--- src/design/bxid_pkg.sv ---
package bxid_pkg;

  localparam int MAX_BLOCK = 8192;
  localparam int LENGTH_BITS = 24;
  localparam int BYTE_W = 8;
  localparam int BLK_REG_W = 14;
  localparam int BLK_W = $clog2(MAX_BLOCK + 1);
  localparam int WIDE_W = ((LENGTH_BITS > BLK_W) ? LENGTH_BITS : BLK_W) + 1;
  localparam int CFG_IDX_W = 3;
  localparam int CFG_DATA_W = (LENGTH_BITS > BLK_REG_W) ? LENGTH_BITS : BLK_REG_W;
  localparam int DIV_CNT_W = $clog2(LENGTH_BITS);
  localparam int FIFO_DEPTH = 2;
  localparam int FIFO_PTR_W = $clog2(FIFO_DEPTH);
  localparam int FIFO_CNT_W = $clog2(FIFO_DEPTH + 1);

  typedef enum logic [CFG_IDX_W-1:0] {
    REG_START_KEY     = 3'd0,
    REG_KEY_STEP      = 3'd1,
    REG_BLOCK_LENGTH  = 3'd2,
    REG_DECRYPT_LIMIT = 3'd3,
    REG_STREAM_LENGTH = 3'd4
  } reg_idx_t;

  typedef struct packed {
    logic [BYTE_W-1:0]      data;
    logic [BYTE_W-1:0]      key;
    logic [LENGTH_BITS-1:0] pos;
    logic                   dec;
    logic                   last;
  } item_t;

endpackage

--- src/design/bxid_mod.sv ---
module bxid_mod (
  input  logic                             clk,
  input  logic                             rst,
  input  logic                             start,
  input  logic [bxid_pkg::LENGTH_BITS-1:0] dividend,
  input  logic [bxid_pkg::BLK_W-1:0]       divisor,
  output logic                             done,
  output logic [bxid_pkg::BLK_W-1:0]       rem
);
  import bxid_pkg::*;

  logic                   busy;
  logic [DIV_CNT_W-1:0]   cnt;
  logic [LENGTH_BITS-1:0] dvd;
  logic [BLK_W-1:0]       dvs;
  logic [BLK_W-1:0]       part;
  logic [BLK_W:0]         trial;
  logic [BLK_W-1:0]       part_next;
  logic                   cnt_last;

  // One quotient bit per cycle, restoring form; only the remainder is kept.
  always_comb begin
    trial = {part, dvd[LENGTH_BITS-1]};
    if (trial >= {1'b0, dvs}) begin
      part_next = BLK_W'(trial - {1'b0, dvs});
    end else begin
      part_next = trial[BLK_W-1:0];
    end
    cnt_last = (cnt == DIV_CNT_W'(LENGTH_BITS - 1));
  end

  always_ff @(posedge clk) begin
    if (rst) begin
      busy <= 1'b0;
      done <= 1'b0;
      cnt  <= '0;
    end else if (start) begin
      busy <= 1'b1;
      done <= 1'b0;
      cnt  <= '0;
      dvd  <= dividend;
      dvs  <= divisor;
      part <= '0;
    end else if (busy) begin
      part <= part_next;
      dvd  <= {dvd[LENGTH_BITS-2:0], 1'b0};
      cnt  <= cnt + DIV_CNT_W'(1);
      done <= cnt_last;
      busy <= !cnt_last;
    end else begin
      done <= 1'b0;
    end
  end

  assign rem = part;

endmodule

--- src/design/bxid_front.sv ---
module bxid_front (
  input  logic                            clk,
  input  logic                            rst,
  input  logic                            cfg_valid,
  output logic                            cfg_ready,
  input  logic [bxid_pkg::CFG_IDX_W-1:0]  cfg_index,
  input  logic [bxid_pkg::CFG_DATA_W-1:0] cfg_data,
  input  logic                            push,
  output logic                            full,
  input  logic [bxid_pkg::BYTE_W-1:0]     in_byte,
  input  logic                            q_full,
  output logic                            q_wr,
  output bxid_pkg::item_t                 q_item
);
  import bxid_pkg::*;

  typedef enum logic [2:0] {
    ST_START = 3'b001,
    ST_DIV   = 3'b010,
    ST_RUN   = 3'b100
  } state_t;

  state_t state, state_next;

  logic [BYTE_W-1:0]      cfg_start_key;
  logic [BYTE_W-1:0]      cfg_key_step;
  logic [BLK_REG_W-1:0]   cfg_block_len;
  logic [LENGTH_BITS-1:0] cfg_limit;
  logic [LENGTH_BITS-1:0] cfg_len;

  logic [LENGTH_BITS-1:0] lat_len;
  logic [LENGTH_BITS-1:0] lat_limit;
  logic [BLK_W-1:0]       lat_block;
  logic [BYTE_W-1:0]      lat_step;
  logic [BYTE_W-1:0]      running_key;

  logic [LENGTH_BITS-1:0] byte_index;
  logic [LENGTH_BITS-1:0] enc_len;
  logic [LENGTH_BITS-1:0] block_start;
  logic [LENGTH_BITS-1:0] rem_len;
  logic [BLK_W-1:0]       index_in_block;
  logic [BLK_W-1:0]       cur_size;
  logic [BLK_W-1:0]       cur_half;
  logic [LENGTH_BITS-1:0] base_pos;
  logic [LENGTH_BITS-1:0] pos_reg;
  logic                   block_on;

  logic [BLK_W-1:0]       blk_clamped;
  logic                   mod_done;
  logic [BLK_W-1:0]       mod_rem;
  logic [BLK_W-1:0]       r_kept;
  logic [WIDE_W-1:0]      tail;
  logic [LENGTH_BITS-1:0] enc_len_calc;

  logic                   accept;
  logic                   is_last;
  logic                   in_enc;
  logic                   first;
  logic [WIDE_W-1:0]      rem_wide;
  logic [WIDE_W-1:0]      blk_wide;
  logic [BLK_W-1:0]       s;
  logic [BLK_W-1:0]       half;
  logic [LENGTH_BITS-1:0] base;
  logic                   on;
  logic [LENGTH_BITS-1:0] pos_cur;
  logic [BLK_W-1:0]       k_next;
  logic                   blk_end;
  logic [LENGTH_BITS-1:0] pos_next;
  logic                   dec;

  always_comb begin
    if (cfg_block_len == '0) begin
      blk_clamped = BLK_W'(1);
    end else if (32'(cfg_block_len) > 32'(MAX_BLOCK)) begin
      blk_clamped = BLK_W'(MAX_BLOCK);
    end else begin
      blk_clamped = BLK_W'(cfg_block_len);
    end
  end

  bxid_mod u_mod (
    .clk      (clk),
    .rst      (rst),
    .start    (state == ST_START),
    .dividend (cfg_len),
    .divisor  (blk_clamped),
    .done     (mod_done),
    .rem      (mod_rem)
  );

  // The tail is the short remainder plus one byte for an odd length.
  always_comb begin
    r_kept = (mod_rem >= (lat_block >> 2)) ? '0 : mod_rem;
    tail   = WIDE_W'(r_kept) + WIDE_W'(lat_len[0]);
    if (WIDE_W'(lat_len) > tail) begin
      enc_len_calc = LENGTH_BITS'(WIDE_W'(lat_len) - tail);
    end else begin
      enc_len_calc = '0;
    end
  end

  assign cfg_ready = 1'b1;
  assign full      = (state != ST_RUN) || q_full || (cfg_valid && (byte_index == '0));
  assign accept    = push && !full;

  always_comb begin
    is_last  = ((WIDE_W'(byte_index) + WIDE_W'(1)) >= WIDE_W'(lat_len));
    in_enc   = (byte_index < enc_len);
    first    = (index_in_block == '0);
    rem_wide = WIDE_W'(rem_len);
    blk_wide = WIDE_W'(lat_block);
    if (first) begin
      s    = (rem_wide < blk_wide) ? BLK_W'(rem_len) : lat_block;
      half = BLK_W'(({1'b0, s} + (BLK_W + 1)'(1)) >> 1);
      base = LENGTH_BITS'(WIDE_W'(block_start) + WIDE_W'(s) - WIDE_W'(1));
      on   = (block_start < lat_limit);
      pos_cur = base;
    end else begin
      s       = cur_size;
      half    = cur_half;
      base    = base_pos;
      on      = block_on;
      pos_cur = pos_reg;
    end
    k_next   = index_in_block + BLK_W'(1);
    blk_end  = (k_next >= s);
    pos_next = (k_next == half) ? (base - LENGTH_BITS'(1)) : (pos_cur - LENGTH_BITS'(2));
    dec      = in_enc && on;
  end

  always_comb begin
    q_wr        = accept;
    q_item.data = in_byte;
    q_item.key  = running_key;
    q_item.pos  = dec ? pos_cur : byte_index;
    q_item.dec  = dec;
    q_item.last = is_last;
  end

  always_comb begin
    state_next = state;
    case (state)
      ST_START: state_next = ST_DIV;
      ST_DIV:   if (mod_done) state_next = ST_RUN;
      ST_RUN:   if (accept && is_last) state_next = ST_START;
      default:  state_next = ST_START;
    endcase
    if (cfg_valid && (byte_index == '0)) begin
      state_next = ST_START;
    end
  end

  always_ff @(posedge clk) begin
    if (rst) begin
      state         <= ST_START;
      byte_index    <= '0;
      cfg_start_key <= '0;
      cfg_key_step  <= '0;
      cfg_block_len <= BLK_REG_W'(64);
      cfg_limit     <= LENGTH_BITS'(10240);
      cfg_len       <= '0;
    end else begin
      state <= state_next;
      if (cfg_valid) begin
        case (reg_idx_t'(cfg_index))
          REG_START_KEY:     cfg_start_key <= cfg_data[BYTE_W-1:0];
          REG_KEY_STEP:      cfg_key_step  <= cfg_data[BYTE_W-1:0];
          REG_BLOCK_LENGTH:  cfg_block_len <= cfg_data[BLK_REG_W-1:0];
          REG_DECRYPT_LIMIT: cfg_limit     <= cfg_data[LENGTH_BITS-1:0];
          REG_STREAM_LENGTH: cfg_len       <= cfg_data[LENGTH_BITS-1:0];
          default: ;
        endcase
      end
      case (state)
        ST_START: begin
          lat_len        <= cfg_len;
          lat_block      <= blk_clamped;
          lat_limit      <= cfg_limit;
          lat_step       <= cfg_key_step;
          running_key    <= cfg_start_key;
          block_start    <= '0;
          index_in_block <= '0;
        end
        ST_DIV: begin
          if (mod_done) begin
            enc_len <= enc_len_calc;
            rem_len <= enc_len_calc;
          end
        end
        ST_RUN: begin
          if (accept) begin
            byte_index <= is_last ? '0 : (byte_index + LENGTH_BITS'(1));
            if (dec) begin
              running_key <= running_key + lat_step;
            end
            if (in_enc) begin
              cur_size <= s;
              cur_half <= half;
              base_pos <= base;
              block_on <= on;
              pos_reg  <= pos_next;
              if (blk_end) begin
                index_in_block <= '0;
                block_start    <= LENGTH_BITS'(WIDE_W'(block_start) + WIDE_W'(s));
                rem_len        <= LENGTH_BITS'(WIDE_W'(rem_len) - WIDE_W'(s));
              end else begin
                index_in_block <= k_next;
              end
            end
          end
        end
        default: ;
      endcase
    end
  end

endmodule

--- src/design/bxid_fifo.sv ---
module bxid_fifo (
  input  logic            clk,
  input  logic            rst,
  input  logic            wr,
  input  bxid_pkg::item_t wr_item,
  output logic            q_full,
  input  logic            rd,
  output logic            avail,
  output bxid_pkg::item_t head
);
  import bxid_pkg::*;

  item_t                 mem [FIFO_DEPTH];
  logic [FIFO_PTR_W-1:0] wr_ptr;
  logic [FIFO_PTR_W-1:0] rd_ptr;
  logic [FIFO_CNT_W-1:0] count;
  logic                  do_wr;
  logic                  do_rd;

  assign q_full = (count == FIFO_CNT_W'(FIFO_DEPTH));
  assign avail  = (count != '0);
  assign head   = mem[rd_ptr];
  assign do_wr  = wr && !q_full;
  assign do_rd  = rd && avail;

  always_ff @(posedge clk) begin
    if (do_wr) begin
      mem[wr_ptr] <= wr_item;
    end
  end

  always_ff @(posedge clk) begin
    if (rst) begin
      wr_ptr <= '0;
      rd_ptr <= '0;
      count  <= '0;
    end else begin
      if (do_wr) begin
        wr_ptr <= (wr_ptr == FIFO_PTR_W'(FIFO_DEPTH - 1)) ? '0 : (wr_ptr + FIFO_PTR_W'(1));
      end
      if (do_rd) begin
        rd_ptr <= (rd_ptr == FIFO_PTR_W'(FIFO_DEPTH - 1)) ? '0 : (rd_ptr + FIFO_PTR_W'(1));
      end
      if (do_wr && !do_rd) begin
        count <= count + FIFO_CNT_W'(1);
      end else if (do_rd && !do_wr) begin
        count <= count - FIFO_CNT_W'(1);
      end
    end
  end

endmodule

--- src/design/bxid_back.sv ---
module bxid_back (
  input  logic                             clk,
  input  logic                             rst,
  input  logic                             avail,
  input  bxid_pkg::item_t                  head,
  output logic                             take,
  output logic                             empty,
  input  logic                             pop,
  output logic [bxid_pkg::BYTE_W-1:0]      out_byte,
  output logic [bxid_pkg::LENGTH_BITS-1:0] out_position,
  output logic                             was_decrypted,
  output logic                             last
);
  import bxid_pkg::*;

  logic out_valid;

  assign empty = !out_valid;
  assign take  = avail && (!out_valid || pop);

  always_ff @(posedge clk) begin
    if (take) begin
      out_byte      <= head.dec ? (head.data ^ head.key) : head.data;
      out_position  <= head.pos;
      was_decrypted <= head.dec;
      last          <= head.last;
    end
  end

  always_ff @(posedge clk) begin
    if (rst) begin
      out_valid <= 1'b0;
    end else if (take) begin
      out_valid <= 1'b1;
    end else if (pop) begin
      out_valid <= 1'b0;
    end
  end

endmodule

--- src/design/blockwise_xor_interleave_decrypt.sv ---
// Stream decryptor that returns every byte with the offset where it belongs.
// Input queue side: a request is taken when push is high and full is low.
// Result queue side: the oldest result is on the ports while empty is low and
// leaves when pop is high. Each request yields exactly one result, in order.
// Registers are written through cfg_valid, cfg_ready, cfg_index and cfg_data;
// cfg_ready is always high. Settings take effect at the start of a stream.
// Before the first byte of every stream, and after each register write while
// no stream is open, full stays high while the remainder unit divides the
// stream length by the block length, one bit per cycle. Within a stream one
// request is taken every cycle while the queue ahead has room. A taken
// request is written into the queue, then registered by the output stage,
// where it shows up on the result side. When pop stays low, results pile up
// in the two-entry queue between the classifying front and the output stage,
// then full rises until pop returns. After reset, full stays high for the
// first remainder computation and empty is high; registers take reset values.
module blockwise_xor_interleave_decrypt (
  input  logic                             clk,
  input  logic                             rst,
  input  logic                             cfg_valid,
  output logic                             cfg_ready,
  input  logic [bxid_pkg::CFG_IDX_W-1:0]   cfg_index,
  input  logic [bxid_pkg::CFG_DATA_W-1:0]  cfg_data,
  input  logic                             push,
  output logic                             full,
  input  logic [bxid_pkg::BYTE_W-1:0]      in_byte,
  output logic                             empty,
  input  logic                             pop,
  output logic [bxid_pkg::BYTE_W-1:0]      out_byte,
  output logic [bxid_pkg::LENGTH_BITS-1:0] out_position,
  output logic                             was_decrypted,
  output logic                             last
);
  import bxid_pkg::*;

  logic  q_wr;
  item_t q_item;
  logic  q_full;
  logic  q_avail;
  logic  q_take;
  item_t q_head;

  bxid_front u_front (
    .clk       (clk),
    .rst       (rst),
    .cfg_valid (cfg_valid),
    .cfg_ready (cfg_ready),
    .cfg_index (cfg_index),
    .cfg_data  (cfg_data),
    .push      (push),
    .full      (full),
    .in_byte   (in_byte),
    .q_full    (q_full),
    .q_wr      (q_wr),
    .q_item    (q_item)
  );

  bxid_fifo u_fifo (
    .clk     (clk),
    .rst     (rst),
    .wr      (q_wr),
    .wr_item (q_item),
    .q_full  (q_full),
    .rd      (q_take),
    .avail   (q_avail),
    .head    (q_head)
  );

  bxid_back u_back (
    .clk           (clk),
    .rst           (rst),
    .avail         (q_avail),
    .head          (q_head),
    .take          (q_take),
    .empty         (empty),
    .pop           (pop),
    .out_byte      (out_byte),
    .out_position  (out_position),
    .was_decrypted (was_decrypted),
    .last          (last)
  );

endmodule

--- config.mk ---
export PLATFORM = sky130hd
export DESIGN_NAME = blockwise_xor_interleave_decrypt
export DESIGN_NICKNAME = d
export VERILOG_FILES = /design/src/design/bxid_pkg.sv /design/src/design/bxid_mod.sv /design/src/design/bxid_front.sv /design/src/design/bxid_fifo.sv /design/src/design/bxid_back.sv /design/src/design/blockwise_xor_interleave_decrypt.sv
export SDC_FILE = /design/constraint.sdc
export NUM_CORES = 1
export LEC_CHECK = 0
export ABC_AREA = 1
export BUFFER_PORTS_ARGS = -buffer_cell sky130_fd_sc_hd__buf_2
export CELL_PAD_IN_SITES_DETAIL_PLACEMENT = 2
export CELL_PAD_IN_SITES_GLOBAL_PLACEMENT = 2
export CORE_AREA = 2 2 298 300
export DETAILED_ROUTE_END_ITERATION = 6
export DIE_AREA = 0 0 300 302
export PLACE_DENSITY_LB_ADDON = 0.1
export SLEW_MARGIN = 25
export SYNTH_ARGS = -nofsm -noshare
export SYNTH_HDL_FRONTEND = slang
export SYNTH_SLANG_ARGS = --single-unit
export TNS_END_PERCENT = 5
--- constraint.sdc ---
create_clock -name clk -period 13.8 [get_ports clk]
set_input_delay 2.76 -clock clk [delete_from_list [all_inputs] [get_ports clk]]
set_output_delay 2.76 -clock clk [all_outputs]
set_load 0.02 [all_outputs]
======== Word level (Yosys, flattened, before mapping) ========
Memories as Yosys holds them, arrays and structs flattened. A register that Yosys moved wholly into a read port is not among the register bits.
Cells that the tools add are included.
storage, ports and cells
  bits in registers ....................... 430
  bits in writable memories ............... 84
  bits of input ports ..................... 40
  output and inout port bits .............. 37
  logic and storage cells ................. 179
  memories ................................ 1
cells by class
  add/subtract/negate cells ............... 19
  $lt $le $gt $ge ......................... 9
  equal/unequal tests ..................... 17
  muxes and demuxes ....................... 48
  bitwise logic cells ..................... 3
  reductions and logical operators ........ 47
memory list
  memory      depth  bits a word  rd ports  clocked after Yosys merged registers in  write ports  RTL line         source
  u_fifo.mem  2      42           1         1                                        1            bxid_fifo.sv:13  item_t mem [FIFO_DEPTH];
operators with widths
  cell                                                 count
  2-to-1 mux 24 bit                                    15
  2-to-1 mux 14 bit                                    10
  case mux 24 bit (2 select lines)                     2
  adder 24 x 14 -> 24 bit                              2
  < comparator 24 bit                                  2
  subtractor 24 x 1 -> 24 bit (second input constant)  2
  logical NOT 14 bit                                   2
  case mux 14 bit (2 select lines)                     1
  adder 24 x 1 -> 25 bit (second input constant)       1
  >= comparator 25 x 24 -> 1 bit                       1
  > comparator 24 x 25 -> 1 bit                        1
  adder 24 x 1 -> 24 bit (second input constant)       1
  logical NOT 24 bit                                   1
  < comparator 24 x 14 -> 1 bit                        1
  2-to-1 mux 8 bit                                     3
  subtractor 24 x 14 -> 24 bit                         1
  subtractor 24 x 2 -> 24 bit (second input constant)  1
  subtractor 24 bit                                    1
  AND reduction 2 bit                                  9
  case mux 8 bit (2 select lines)                      1
  adder 14 x 1 -> 15 bit                               1
  adder 14 x 1 -> 15 bit (second input constant)       1
  >= comparator 15 x 14 -> 1 bit                       1
  adder 14 x 1 -> 14 bit (second input constant)       1
  35 further kinds                                     81

======== Logic depth before layout (Yosys ltp) ========
  depth in word-level cells ............... 10
  gate-level depth with buffers ........... 38
  gate-level depth less buffers ........... 37

======== Cells and area by module ========
Synthesis repeated with hierarchy kept, for this count alone.
second synthesis, totals
  cells, all modules ...................... 3700
  area, all modules ....................... 31853.0 um^2
modules (own cells, without submodules)
  module      instances  cells an instance  area an instance (um^2)  seq. area each (um^2)
  bxid_front  1          3023               23672.7                  9339.0
  bxid_fifo   1          168                3480.8                   2622.5
  bxid_mod    1          418                3412.0                   1701.6
  bxid_back   1          91                 1287.5                   1041.0

======== Least setup slack after synthesis ========
OpenSTA, ideal clock, no wires.
  path kind ............................... input port to flip-flop
  start ................................... input cfg_valid
  end ..................................... register u_front.base_pos[0] (enable)
  library setup time ...................... 702 ps
  arrival time ............................ 10785 ps
  data required time ...................... 13098 ps
  path slack .............................. 2313 ps
  cell stages on the path ................. 6
  buffers on the path ..................... 1
  path through ............................ nand4_1 -> nor4_1 -> nand4_1 -> nand3_1 -> clkbuf_1 -> nor4_1
between the ends
  longest elaborated chain between the ends .. 5
ends and longest elaborated chain
  item                           RTL line                                source
  start: declaration             blockwise_xor_interleave_decrypt.sv:19  input logic cfg_valid,
  logical AND 1 bit              bxid_front.sv:103                       assign full = (state != ST_RUN) || q_full || (cfg_valid && (byte_index == '0));
  logical OR 1 bit               bxid_front.sv:103
  logical NOT 1 bit              bxid_front.sv:104                       assign accept = push && !full;
  logical AND 1 bit              bxid_front.sv:104
  AND reduction 4 bit (no line)  --
  end signal: assignment         bxid_front.sv:199                       base_pos <= base;
  end: declaration               bxid_front.sv:44                        logic [LENGTH_BITS-1:0] base_pos;
Every way passes these cells.
A chain may end at the register's enable or synchronous reset.

======== Worst setup path after layout ========
  start ................................... input cfg_valid
  end ..................................... output full
between the ends
  longest elaborated chain between the ends .. 2
ends and longest elaborated chain
  item               RTL line                                source
  logical AND 1 bit  bxid_front.sv:103
  logical OR 1 bit   bxid_front.sv:103
  end: declaration   blockwise_xor_interleave_decrypt.sv:24  output logic full,
Every way passes these cells.

==> run metrics <==
outcome=finished, final reports clean; Worst Setup Start Kind=input port; clk buf depth=3; setup repair after global routing missed its margin=false; pre-CTS setup slack=7.230 ns; CTS tree=done; clk sinks=515; Rows=~110; Layout fillers=9832; Layout area overhead=12.49%; slowest cell on the critical path=nor4_1; TritonRoute pass-1 iters=4; H-tree Lvls=2; ys async rst share=0%; post-route ant nets=0; P per Cell Area=~130 nW/um^2; synthesized area per cell=roughly 8.7 um^2; CTS Buf Count=61; die extent in x=300 um; Initial Util=between 30% and 40%; ys flop type=edfxtp_1; synthesized area=30360 um^2; final setup vio count=0; fin crit share=47.28%; post-cts resize count=0; io pins=77; Slew HR=26.13%; Yosys warning total=0; clk_skew=0.02720 ns; Req. time, crit path=between 10 and 15 ns; Sequential Area=roughly 14000 um^2; Top reg by flops=u_fifo.mem; final wirelength=109.3 mm; Peak VDD IR=0.1056 mV; Worst-Skew Late Latency=0.66 ns; Post-CTS Setup Bufs=0; GRT Overall Usage=24.10%; Syn Inst Count=between 3000 and 4000; max-slew violation count=0; die area=90600 um^2; via/cell ratio=5.218; routability cong.=0.8662; Placeable Area=87560 um^2; CP max FO=3; Setup TNS Final=0 ns; largest net degree at the start of global routing=59; Reg clk slew, reported paths=0.06 ns; Worst EP arrival=between 3 and 4 ns; drt wl/cell=22.81 um; register area share after synthesis=47.05%; layout cells sized above 1=8.880%; CP Class=input port to output port; quantity of I/O buffers inserted on ports=75; dpl hpwl=between 80 and 90 mm; final hold violations=0; GR Overflow Total=0; CP Cell Sequence=buf_2, nand4_1, nor4_1, nand4_1, nand2_1, buf_2; flops & latches, synth=515; Leakage Power=between 10 and 15 nW; Post-route DRC=0; Unique masters post-synth=between 60 and 70; Slowest Stage Delay on Critical Path=approximately 0.27 ns; commonest non-fill, non-tap cell in the layout=nand2_1; Multi-input gate area=14110 um^2; total design power=between 4 and 5 mW; hold_buf cts=0; initial antenna violation count=5; vias in the first global route=27297; most frequent cells in the layout=nand2_1, inv_1, nor2_1; Vias=25009; Hold Crit Class=register to register; die height=302 um; post-route worst setup slack=7.275 ns; Min Clock Period, post-route=6.525 ns; Tightest Pin Transition=1.097 ns; max reg flops=84; endpoint type of the worst setup path=output port; final net count=3847; clk root buf=clkbuf_16; Max Cap Viol=0; FMAX=153.3 MHz; first-pass GRT wire length=167.1 mm; EDFF count, synth=just under 400; drt first-iter violations=1177
-- metal layers --
metal | up-vias | GRT usage, % | wire [um]
met5 | - | 0 | 0
met4 | 0 | 6.107 | 2622
met3 | 128 | 1.975 | 2452
met2 | 293 | 42.46 | 53490
met1 | 12669 | 31.94 | 50760
li1 | 11919 | - | -
-- cells by family after synthesis --
logic type / after synthesis / synth area share (%)
other: 1 / 0.01235
flip-flops: 515 / 47.05
AO/OA/AOI/OAI: 545 / 9.698
adder cells (fa/ha/maj): 234 / 9.793
XOR/XNOR: 136 / 3.948
AND/OR/NAND/NOR: 1493 / 21.22
buffers and inverters: 528 / 6.788
multiplexers: 41 / 1.488
-- critical path: cells and delay by family --
family	cells	cell delay (ns)
buffers and inverters	2	0.28
and+or+nand+nor	4	0.71
-- report_power, final --
part           switching [mW]  internal [mW]  leakage (nW)
Combinational           0.554          0.267          8.70
Clock                   0.705          0.981          1.02
Sequential             0.0829           1.81          4.71
Total                    1.34           3.06          14.4
-- worst paths after layout --
kind	slack [ns]	to	depth (start not counted)	start
hold / removal	0.43	u_front.lat_len[0]	0	u_front.cfg_len[0]
hold reg to reg	0.43	u_front.lat_len[0]	0	u_front.cfg_len[0]
setup / recovery	7.27	full	6	cfg_valid
setup reg to reg	7.38	u_front.rem_len[3]	28	u_front.lat_block[3]
-- Yosys cell counts (4+ instances only) --
master	count	share of area [%]
nor4_1	17	0.35
mux2_2	33	1.2
nor2_1	415	5.1
o21ai_1	6	0.099
nand4_1	92	1.9
nand3_1	126	2.1
xnor2_1	31	0.89
nand2_4	4	0.15
ha_1	228	9.4
nand3b_1	11	0.27
inv_2	4	0.049
fa_1	6	0.40
dfxtp_1	118	7.8
nand2_2	11	0.23
edfxtp_1	397	39
nor3_1	46	0.76
buf_2	9	0.15
inv_1	437	5.4
a211oi_1	12	0.30
clkbuf_1	55	0.68
o21ai_0	245	4.0
o31ai_1	8	0.20
buf_1	9	0.11
mux2i_1	8	0.26
a21boi_0	4	0.099
nor3b_1	5	0.12
xor2_1	104	3.0
o21a_1	13	0.32
nor2_4	6	0.22
a21oi_1	223	3.7
nand2_1	718	8.9
nor2_2	9	0.19
buf_4	9	0.22
or2_2	17	0.35
o211ai_1	9	0.22
-- cell type report --
| type | instances | share of cell area (%) |
|---|---|---|
| Sequential cell | 515 | 41.83 |
| Tap cell | 1165 | 4.268 |
| Clock inverter | 36 | 1.063 |
| Inverter | 442 | 4.858 |
| Clock buffer | 80 | 4.979 |
| Antenna cell | 2 | 0.01466 |
| Multi-Input combinational cell | 2452 | 41.31 |
| Timing Repair Buffer | 101 | 1.671 |
-- metrics by stage --
stage,area [um^2],std cells,hold WS (ns),util [%]
2_1_floorplan,30370,3495,0.4082,-
3_3_place_gp,32070,4675,0.4148,36.63
3_5_place_dp,32070,4675,0.4162,36.63
4_1_cts,34140,4791,0.4295,38.99
5_1_grt,34140,4791,0.4441,39.00
6_report,34150,4793,0.4308,39.00
(Power assumes the default switching activity.)
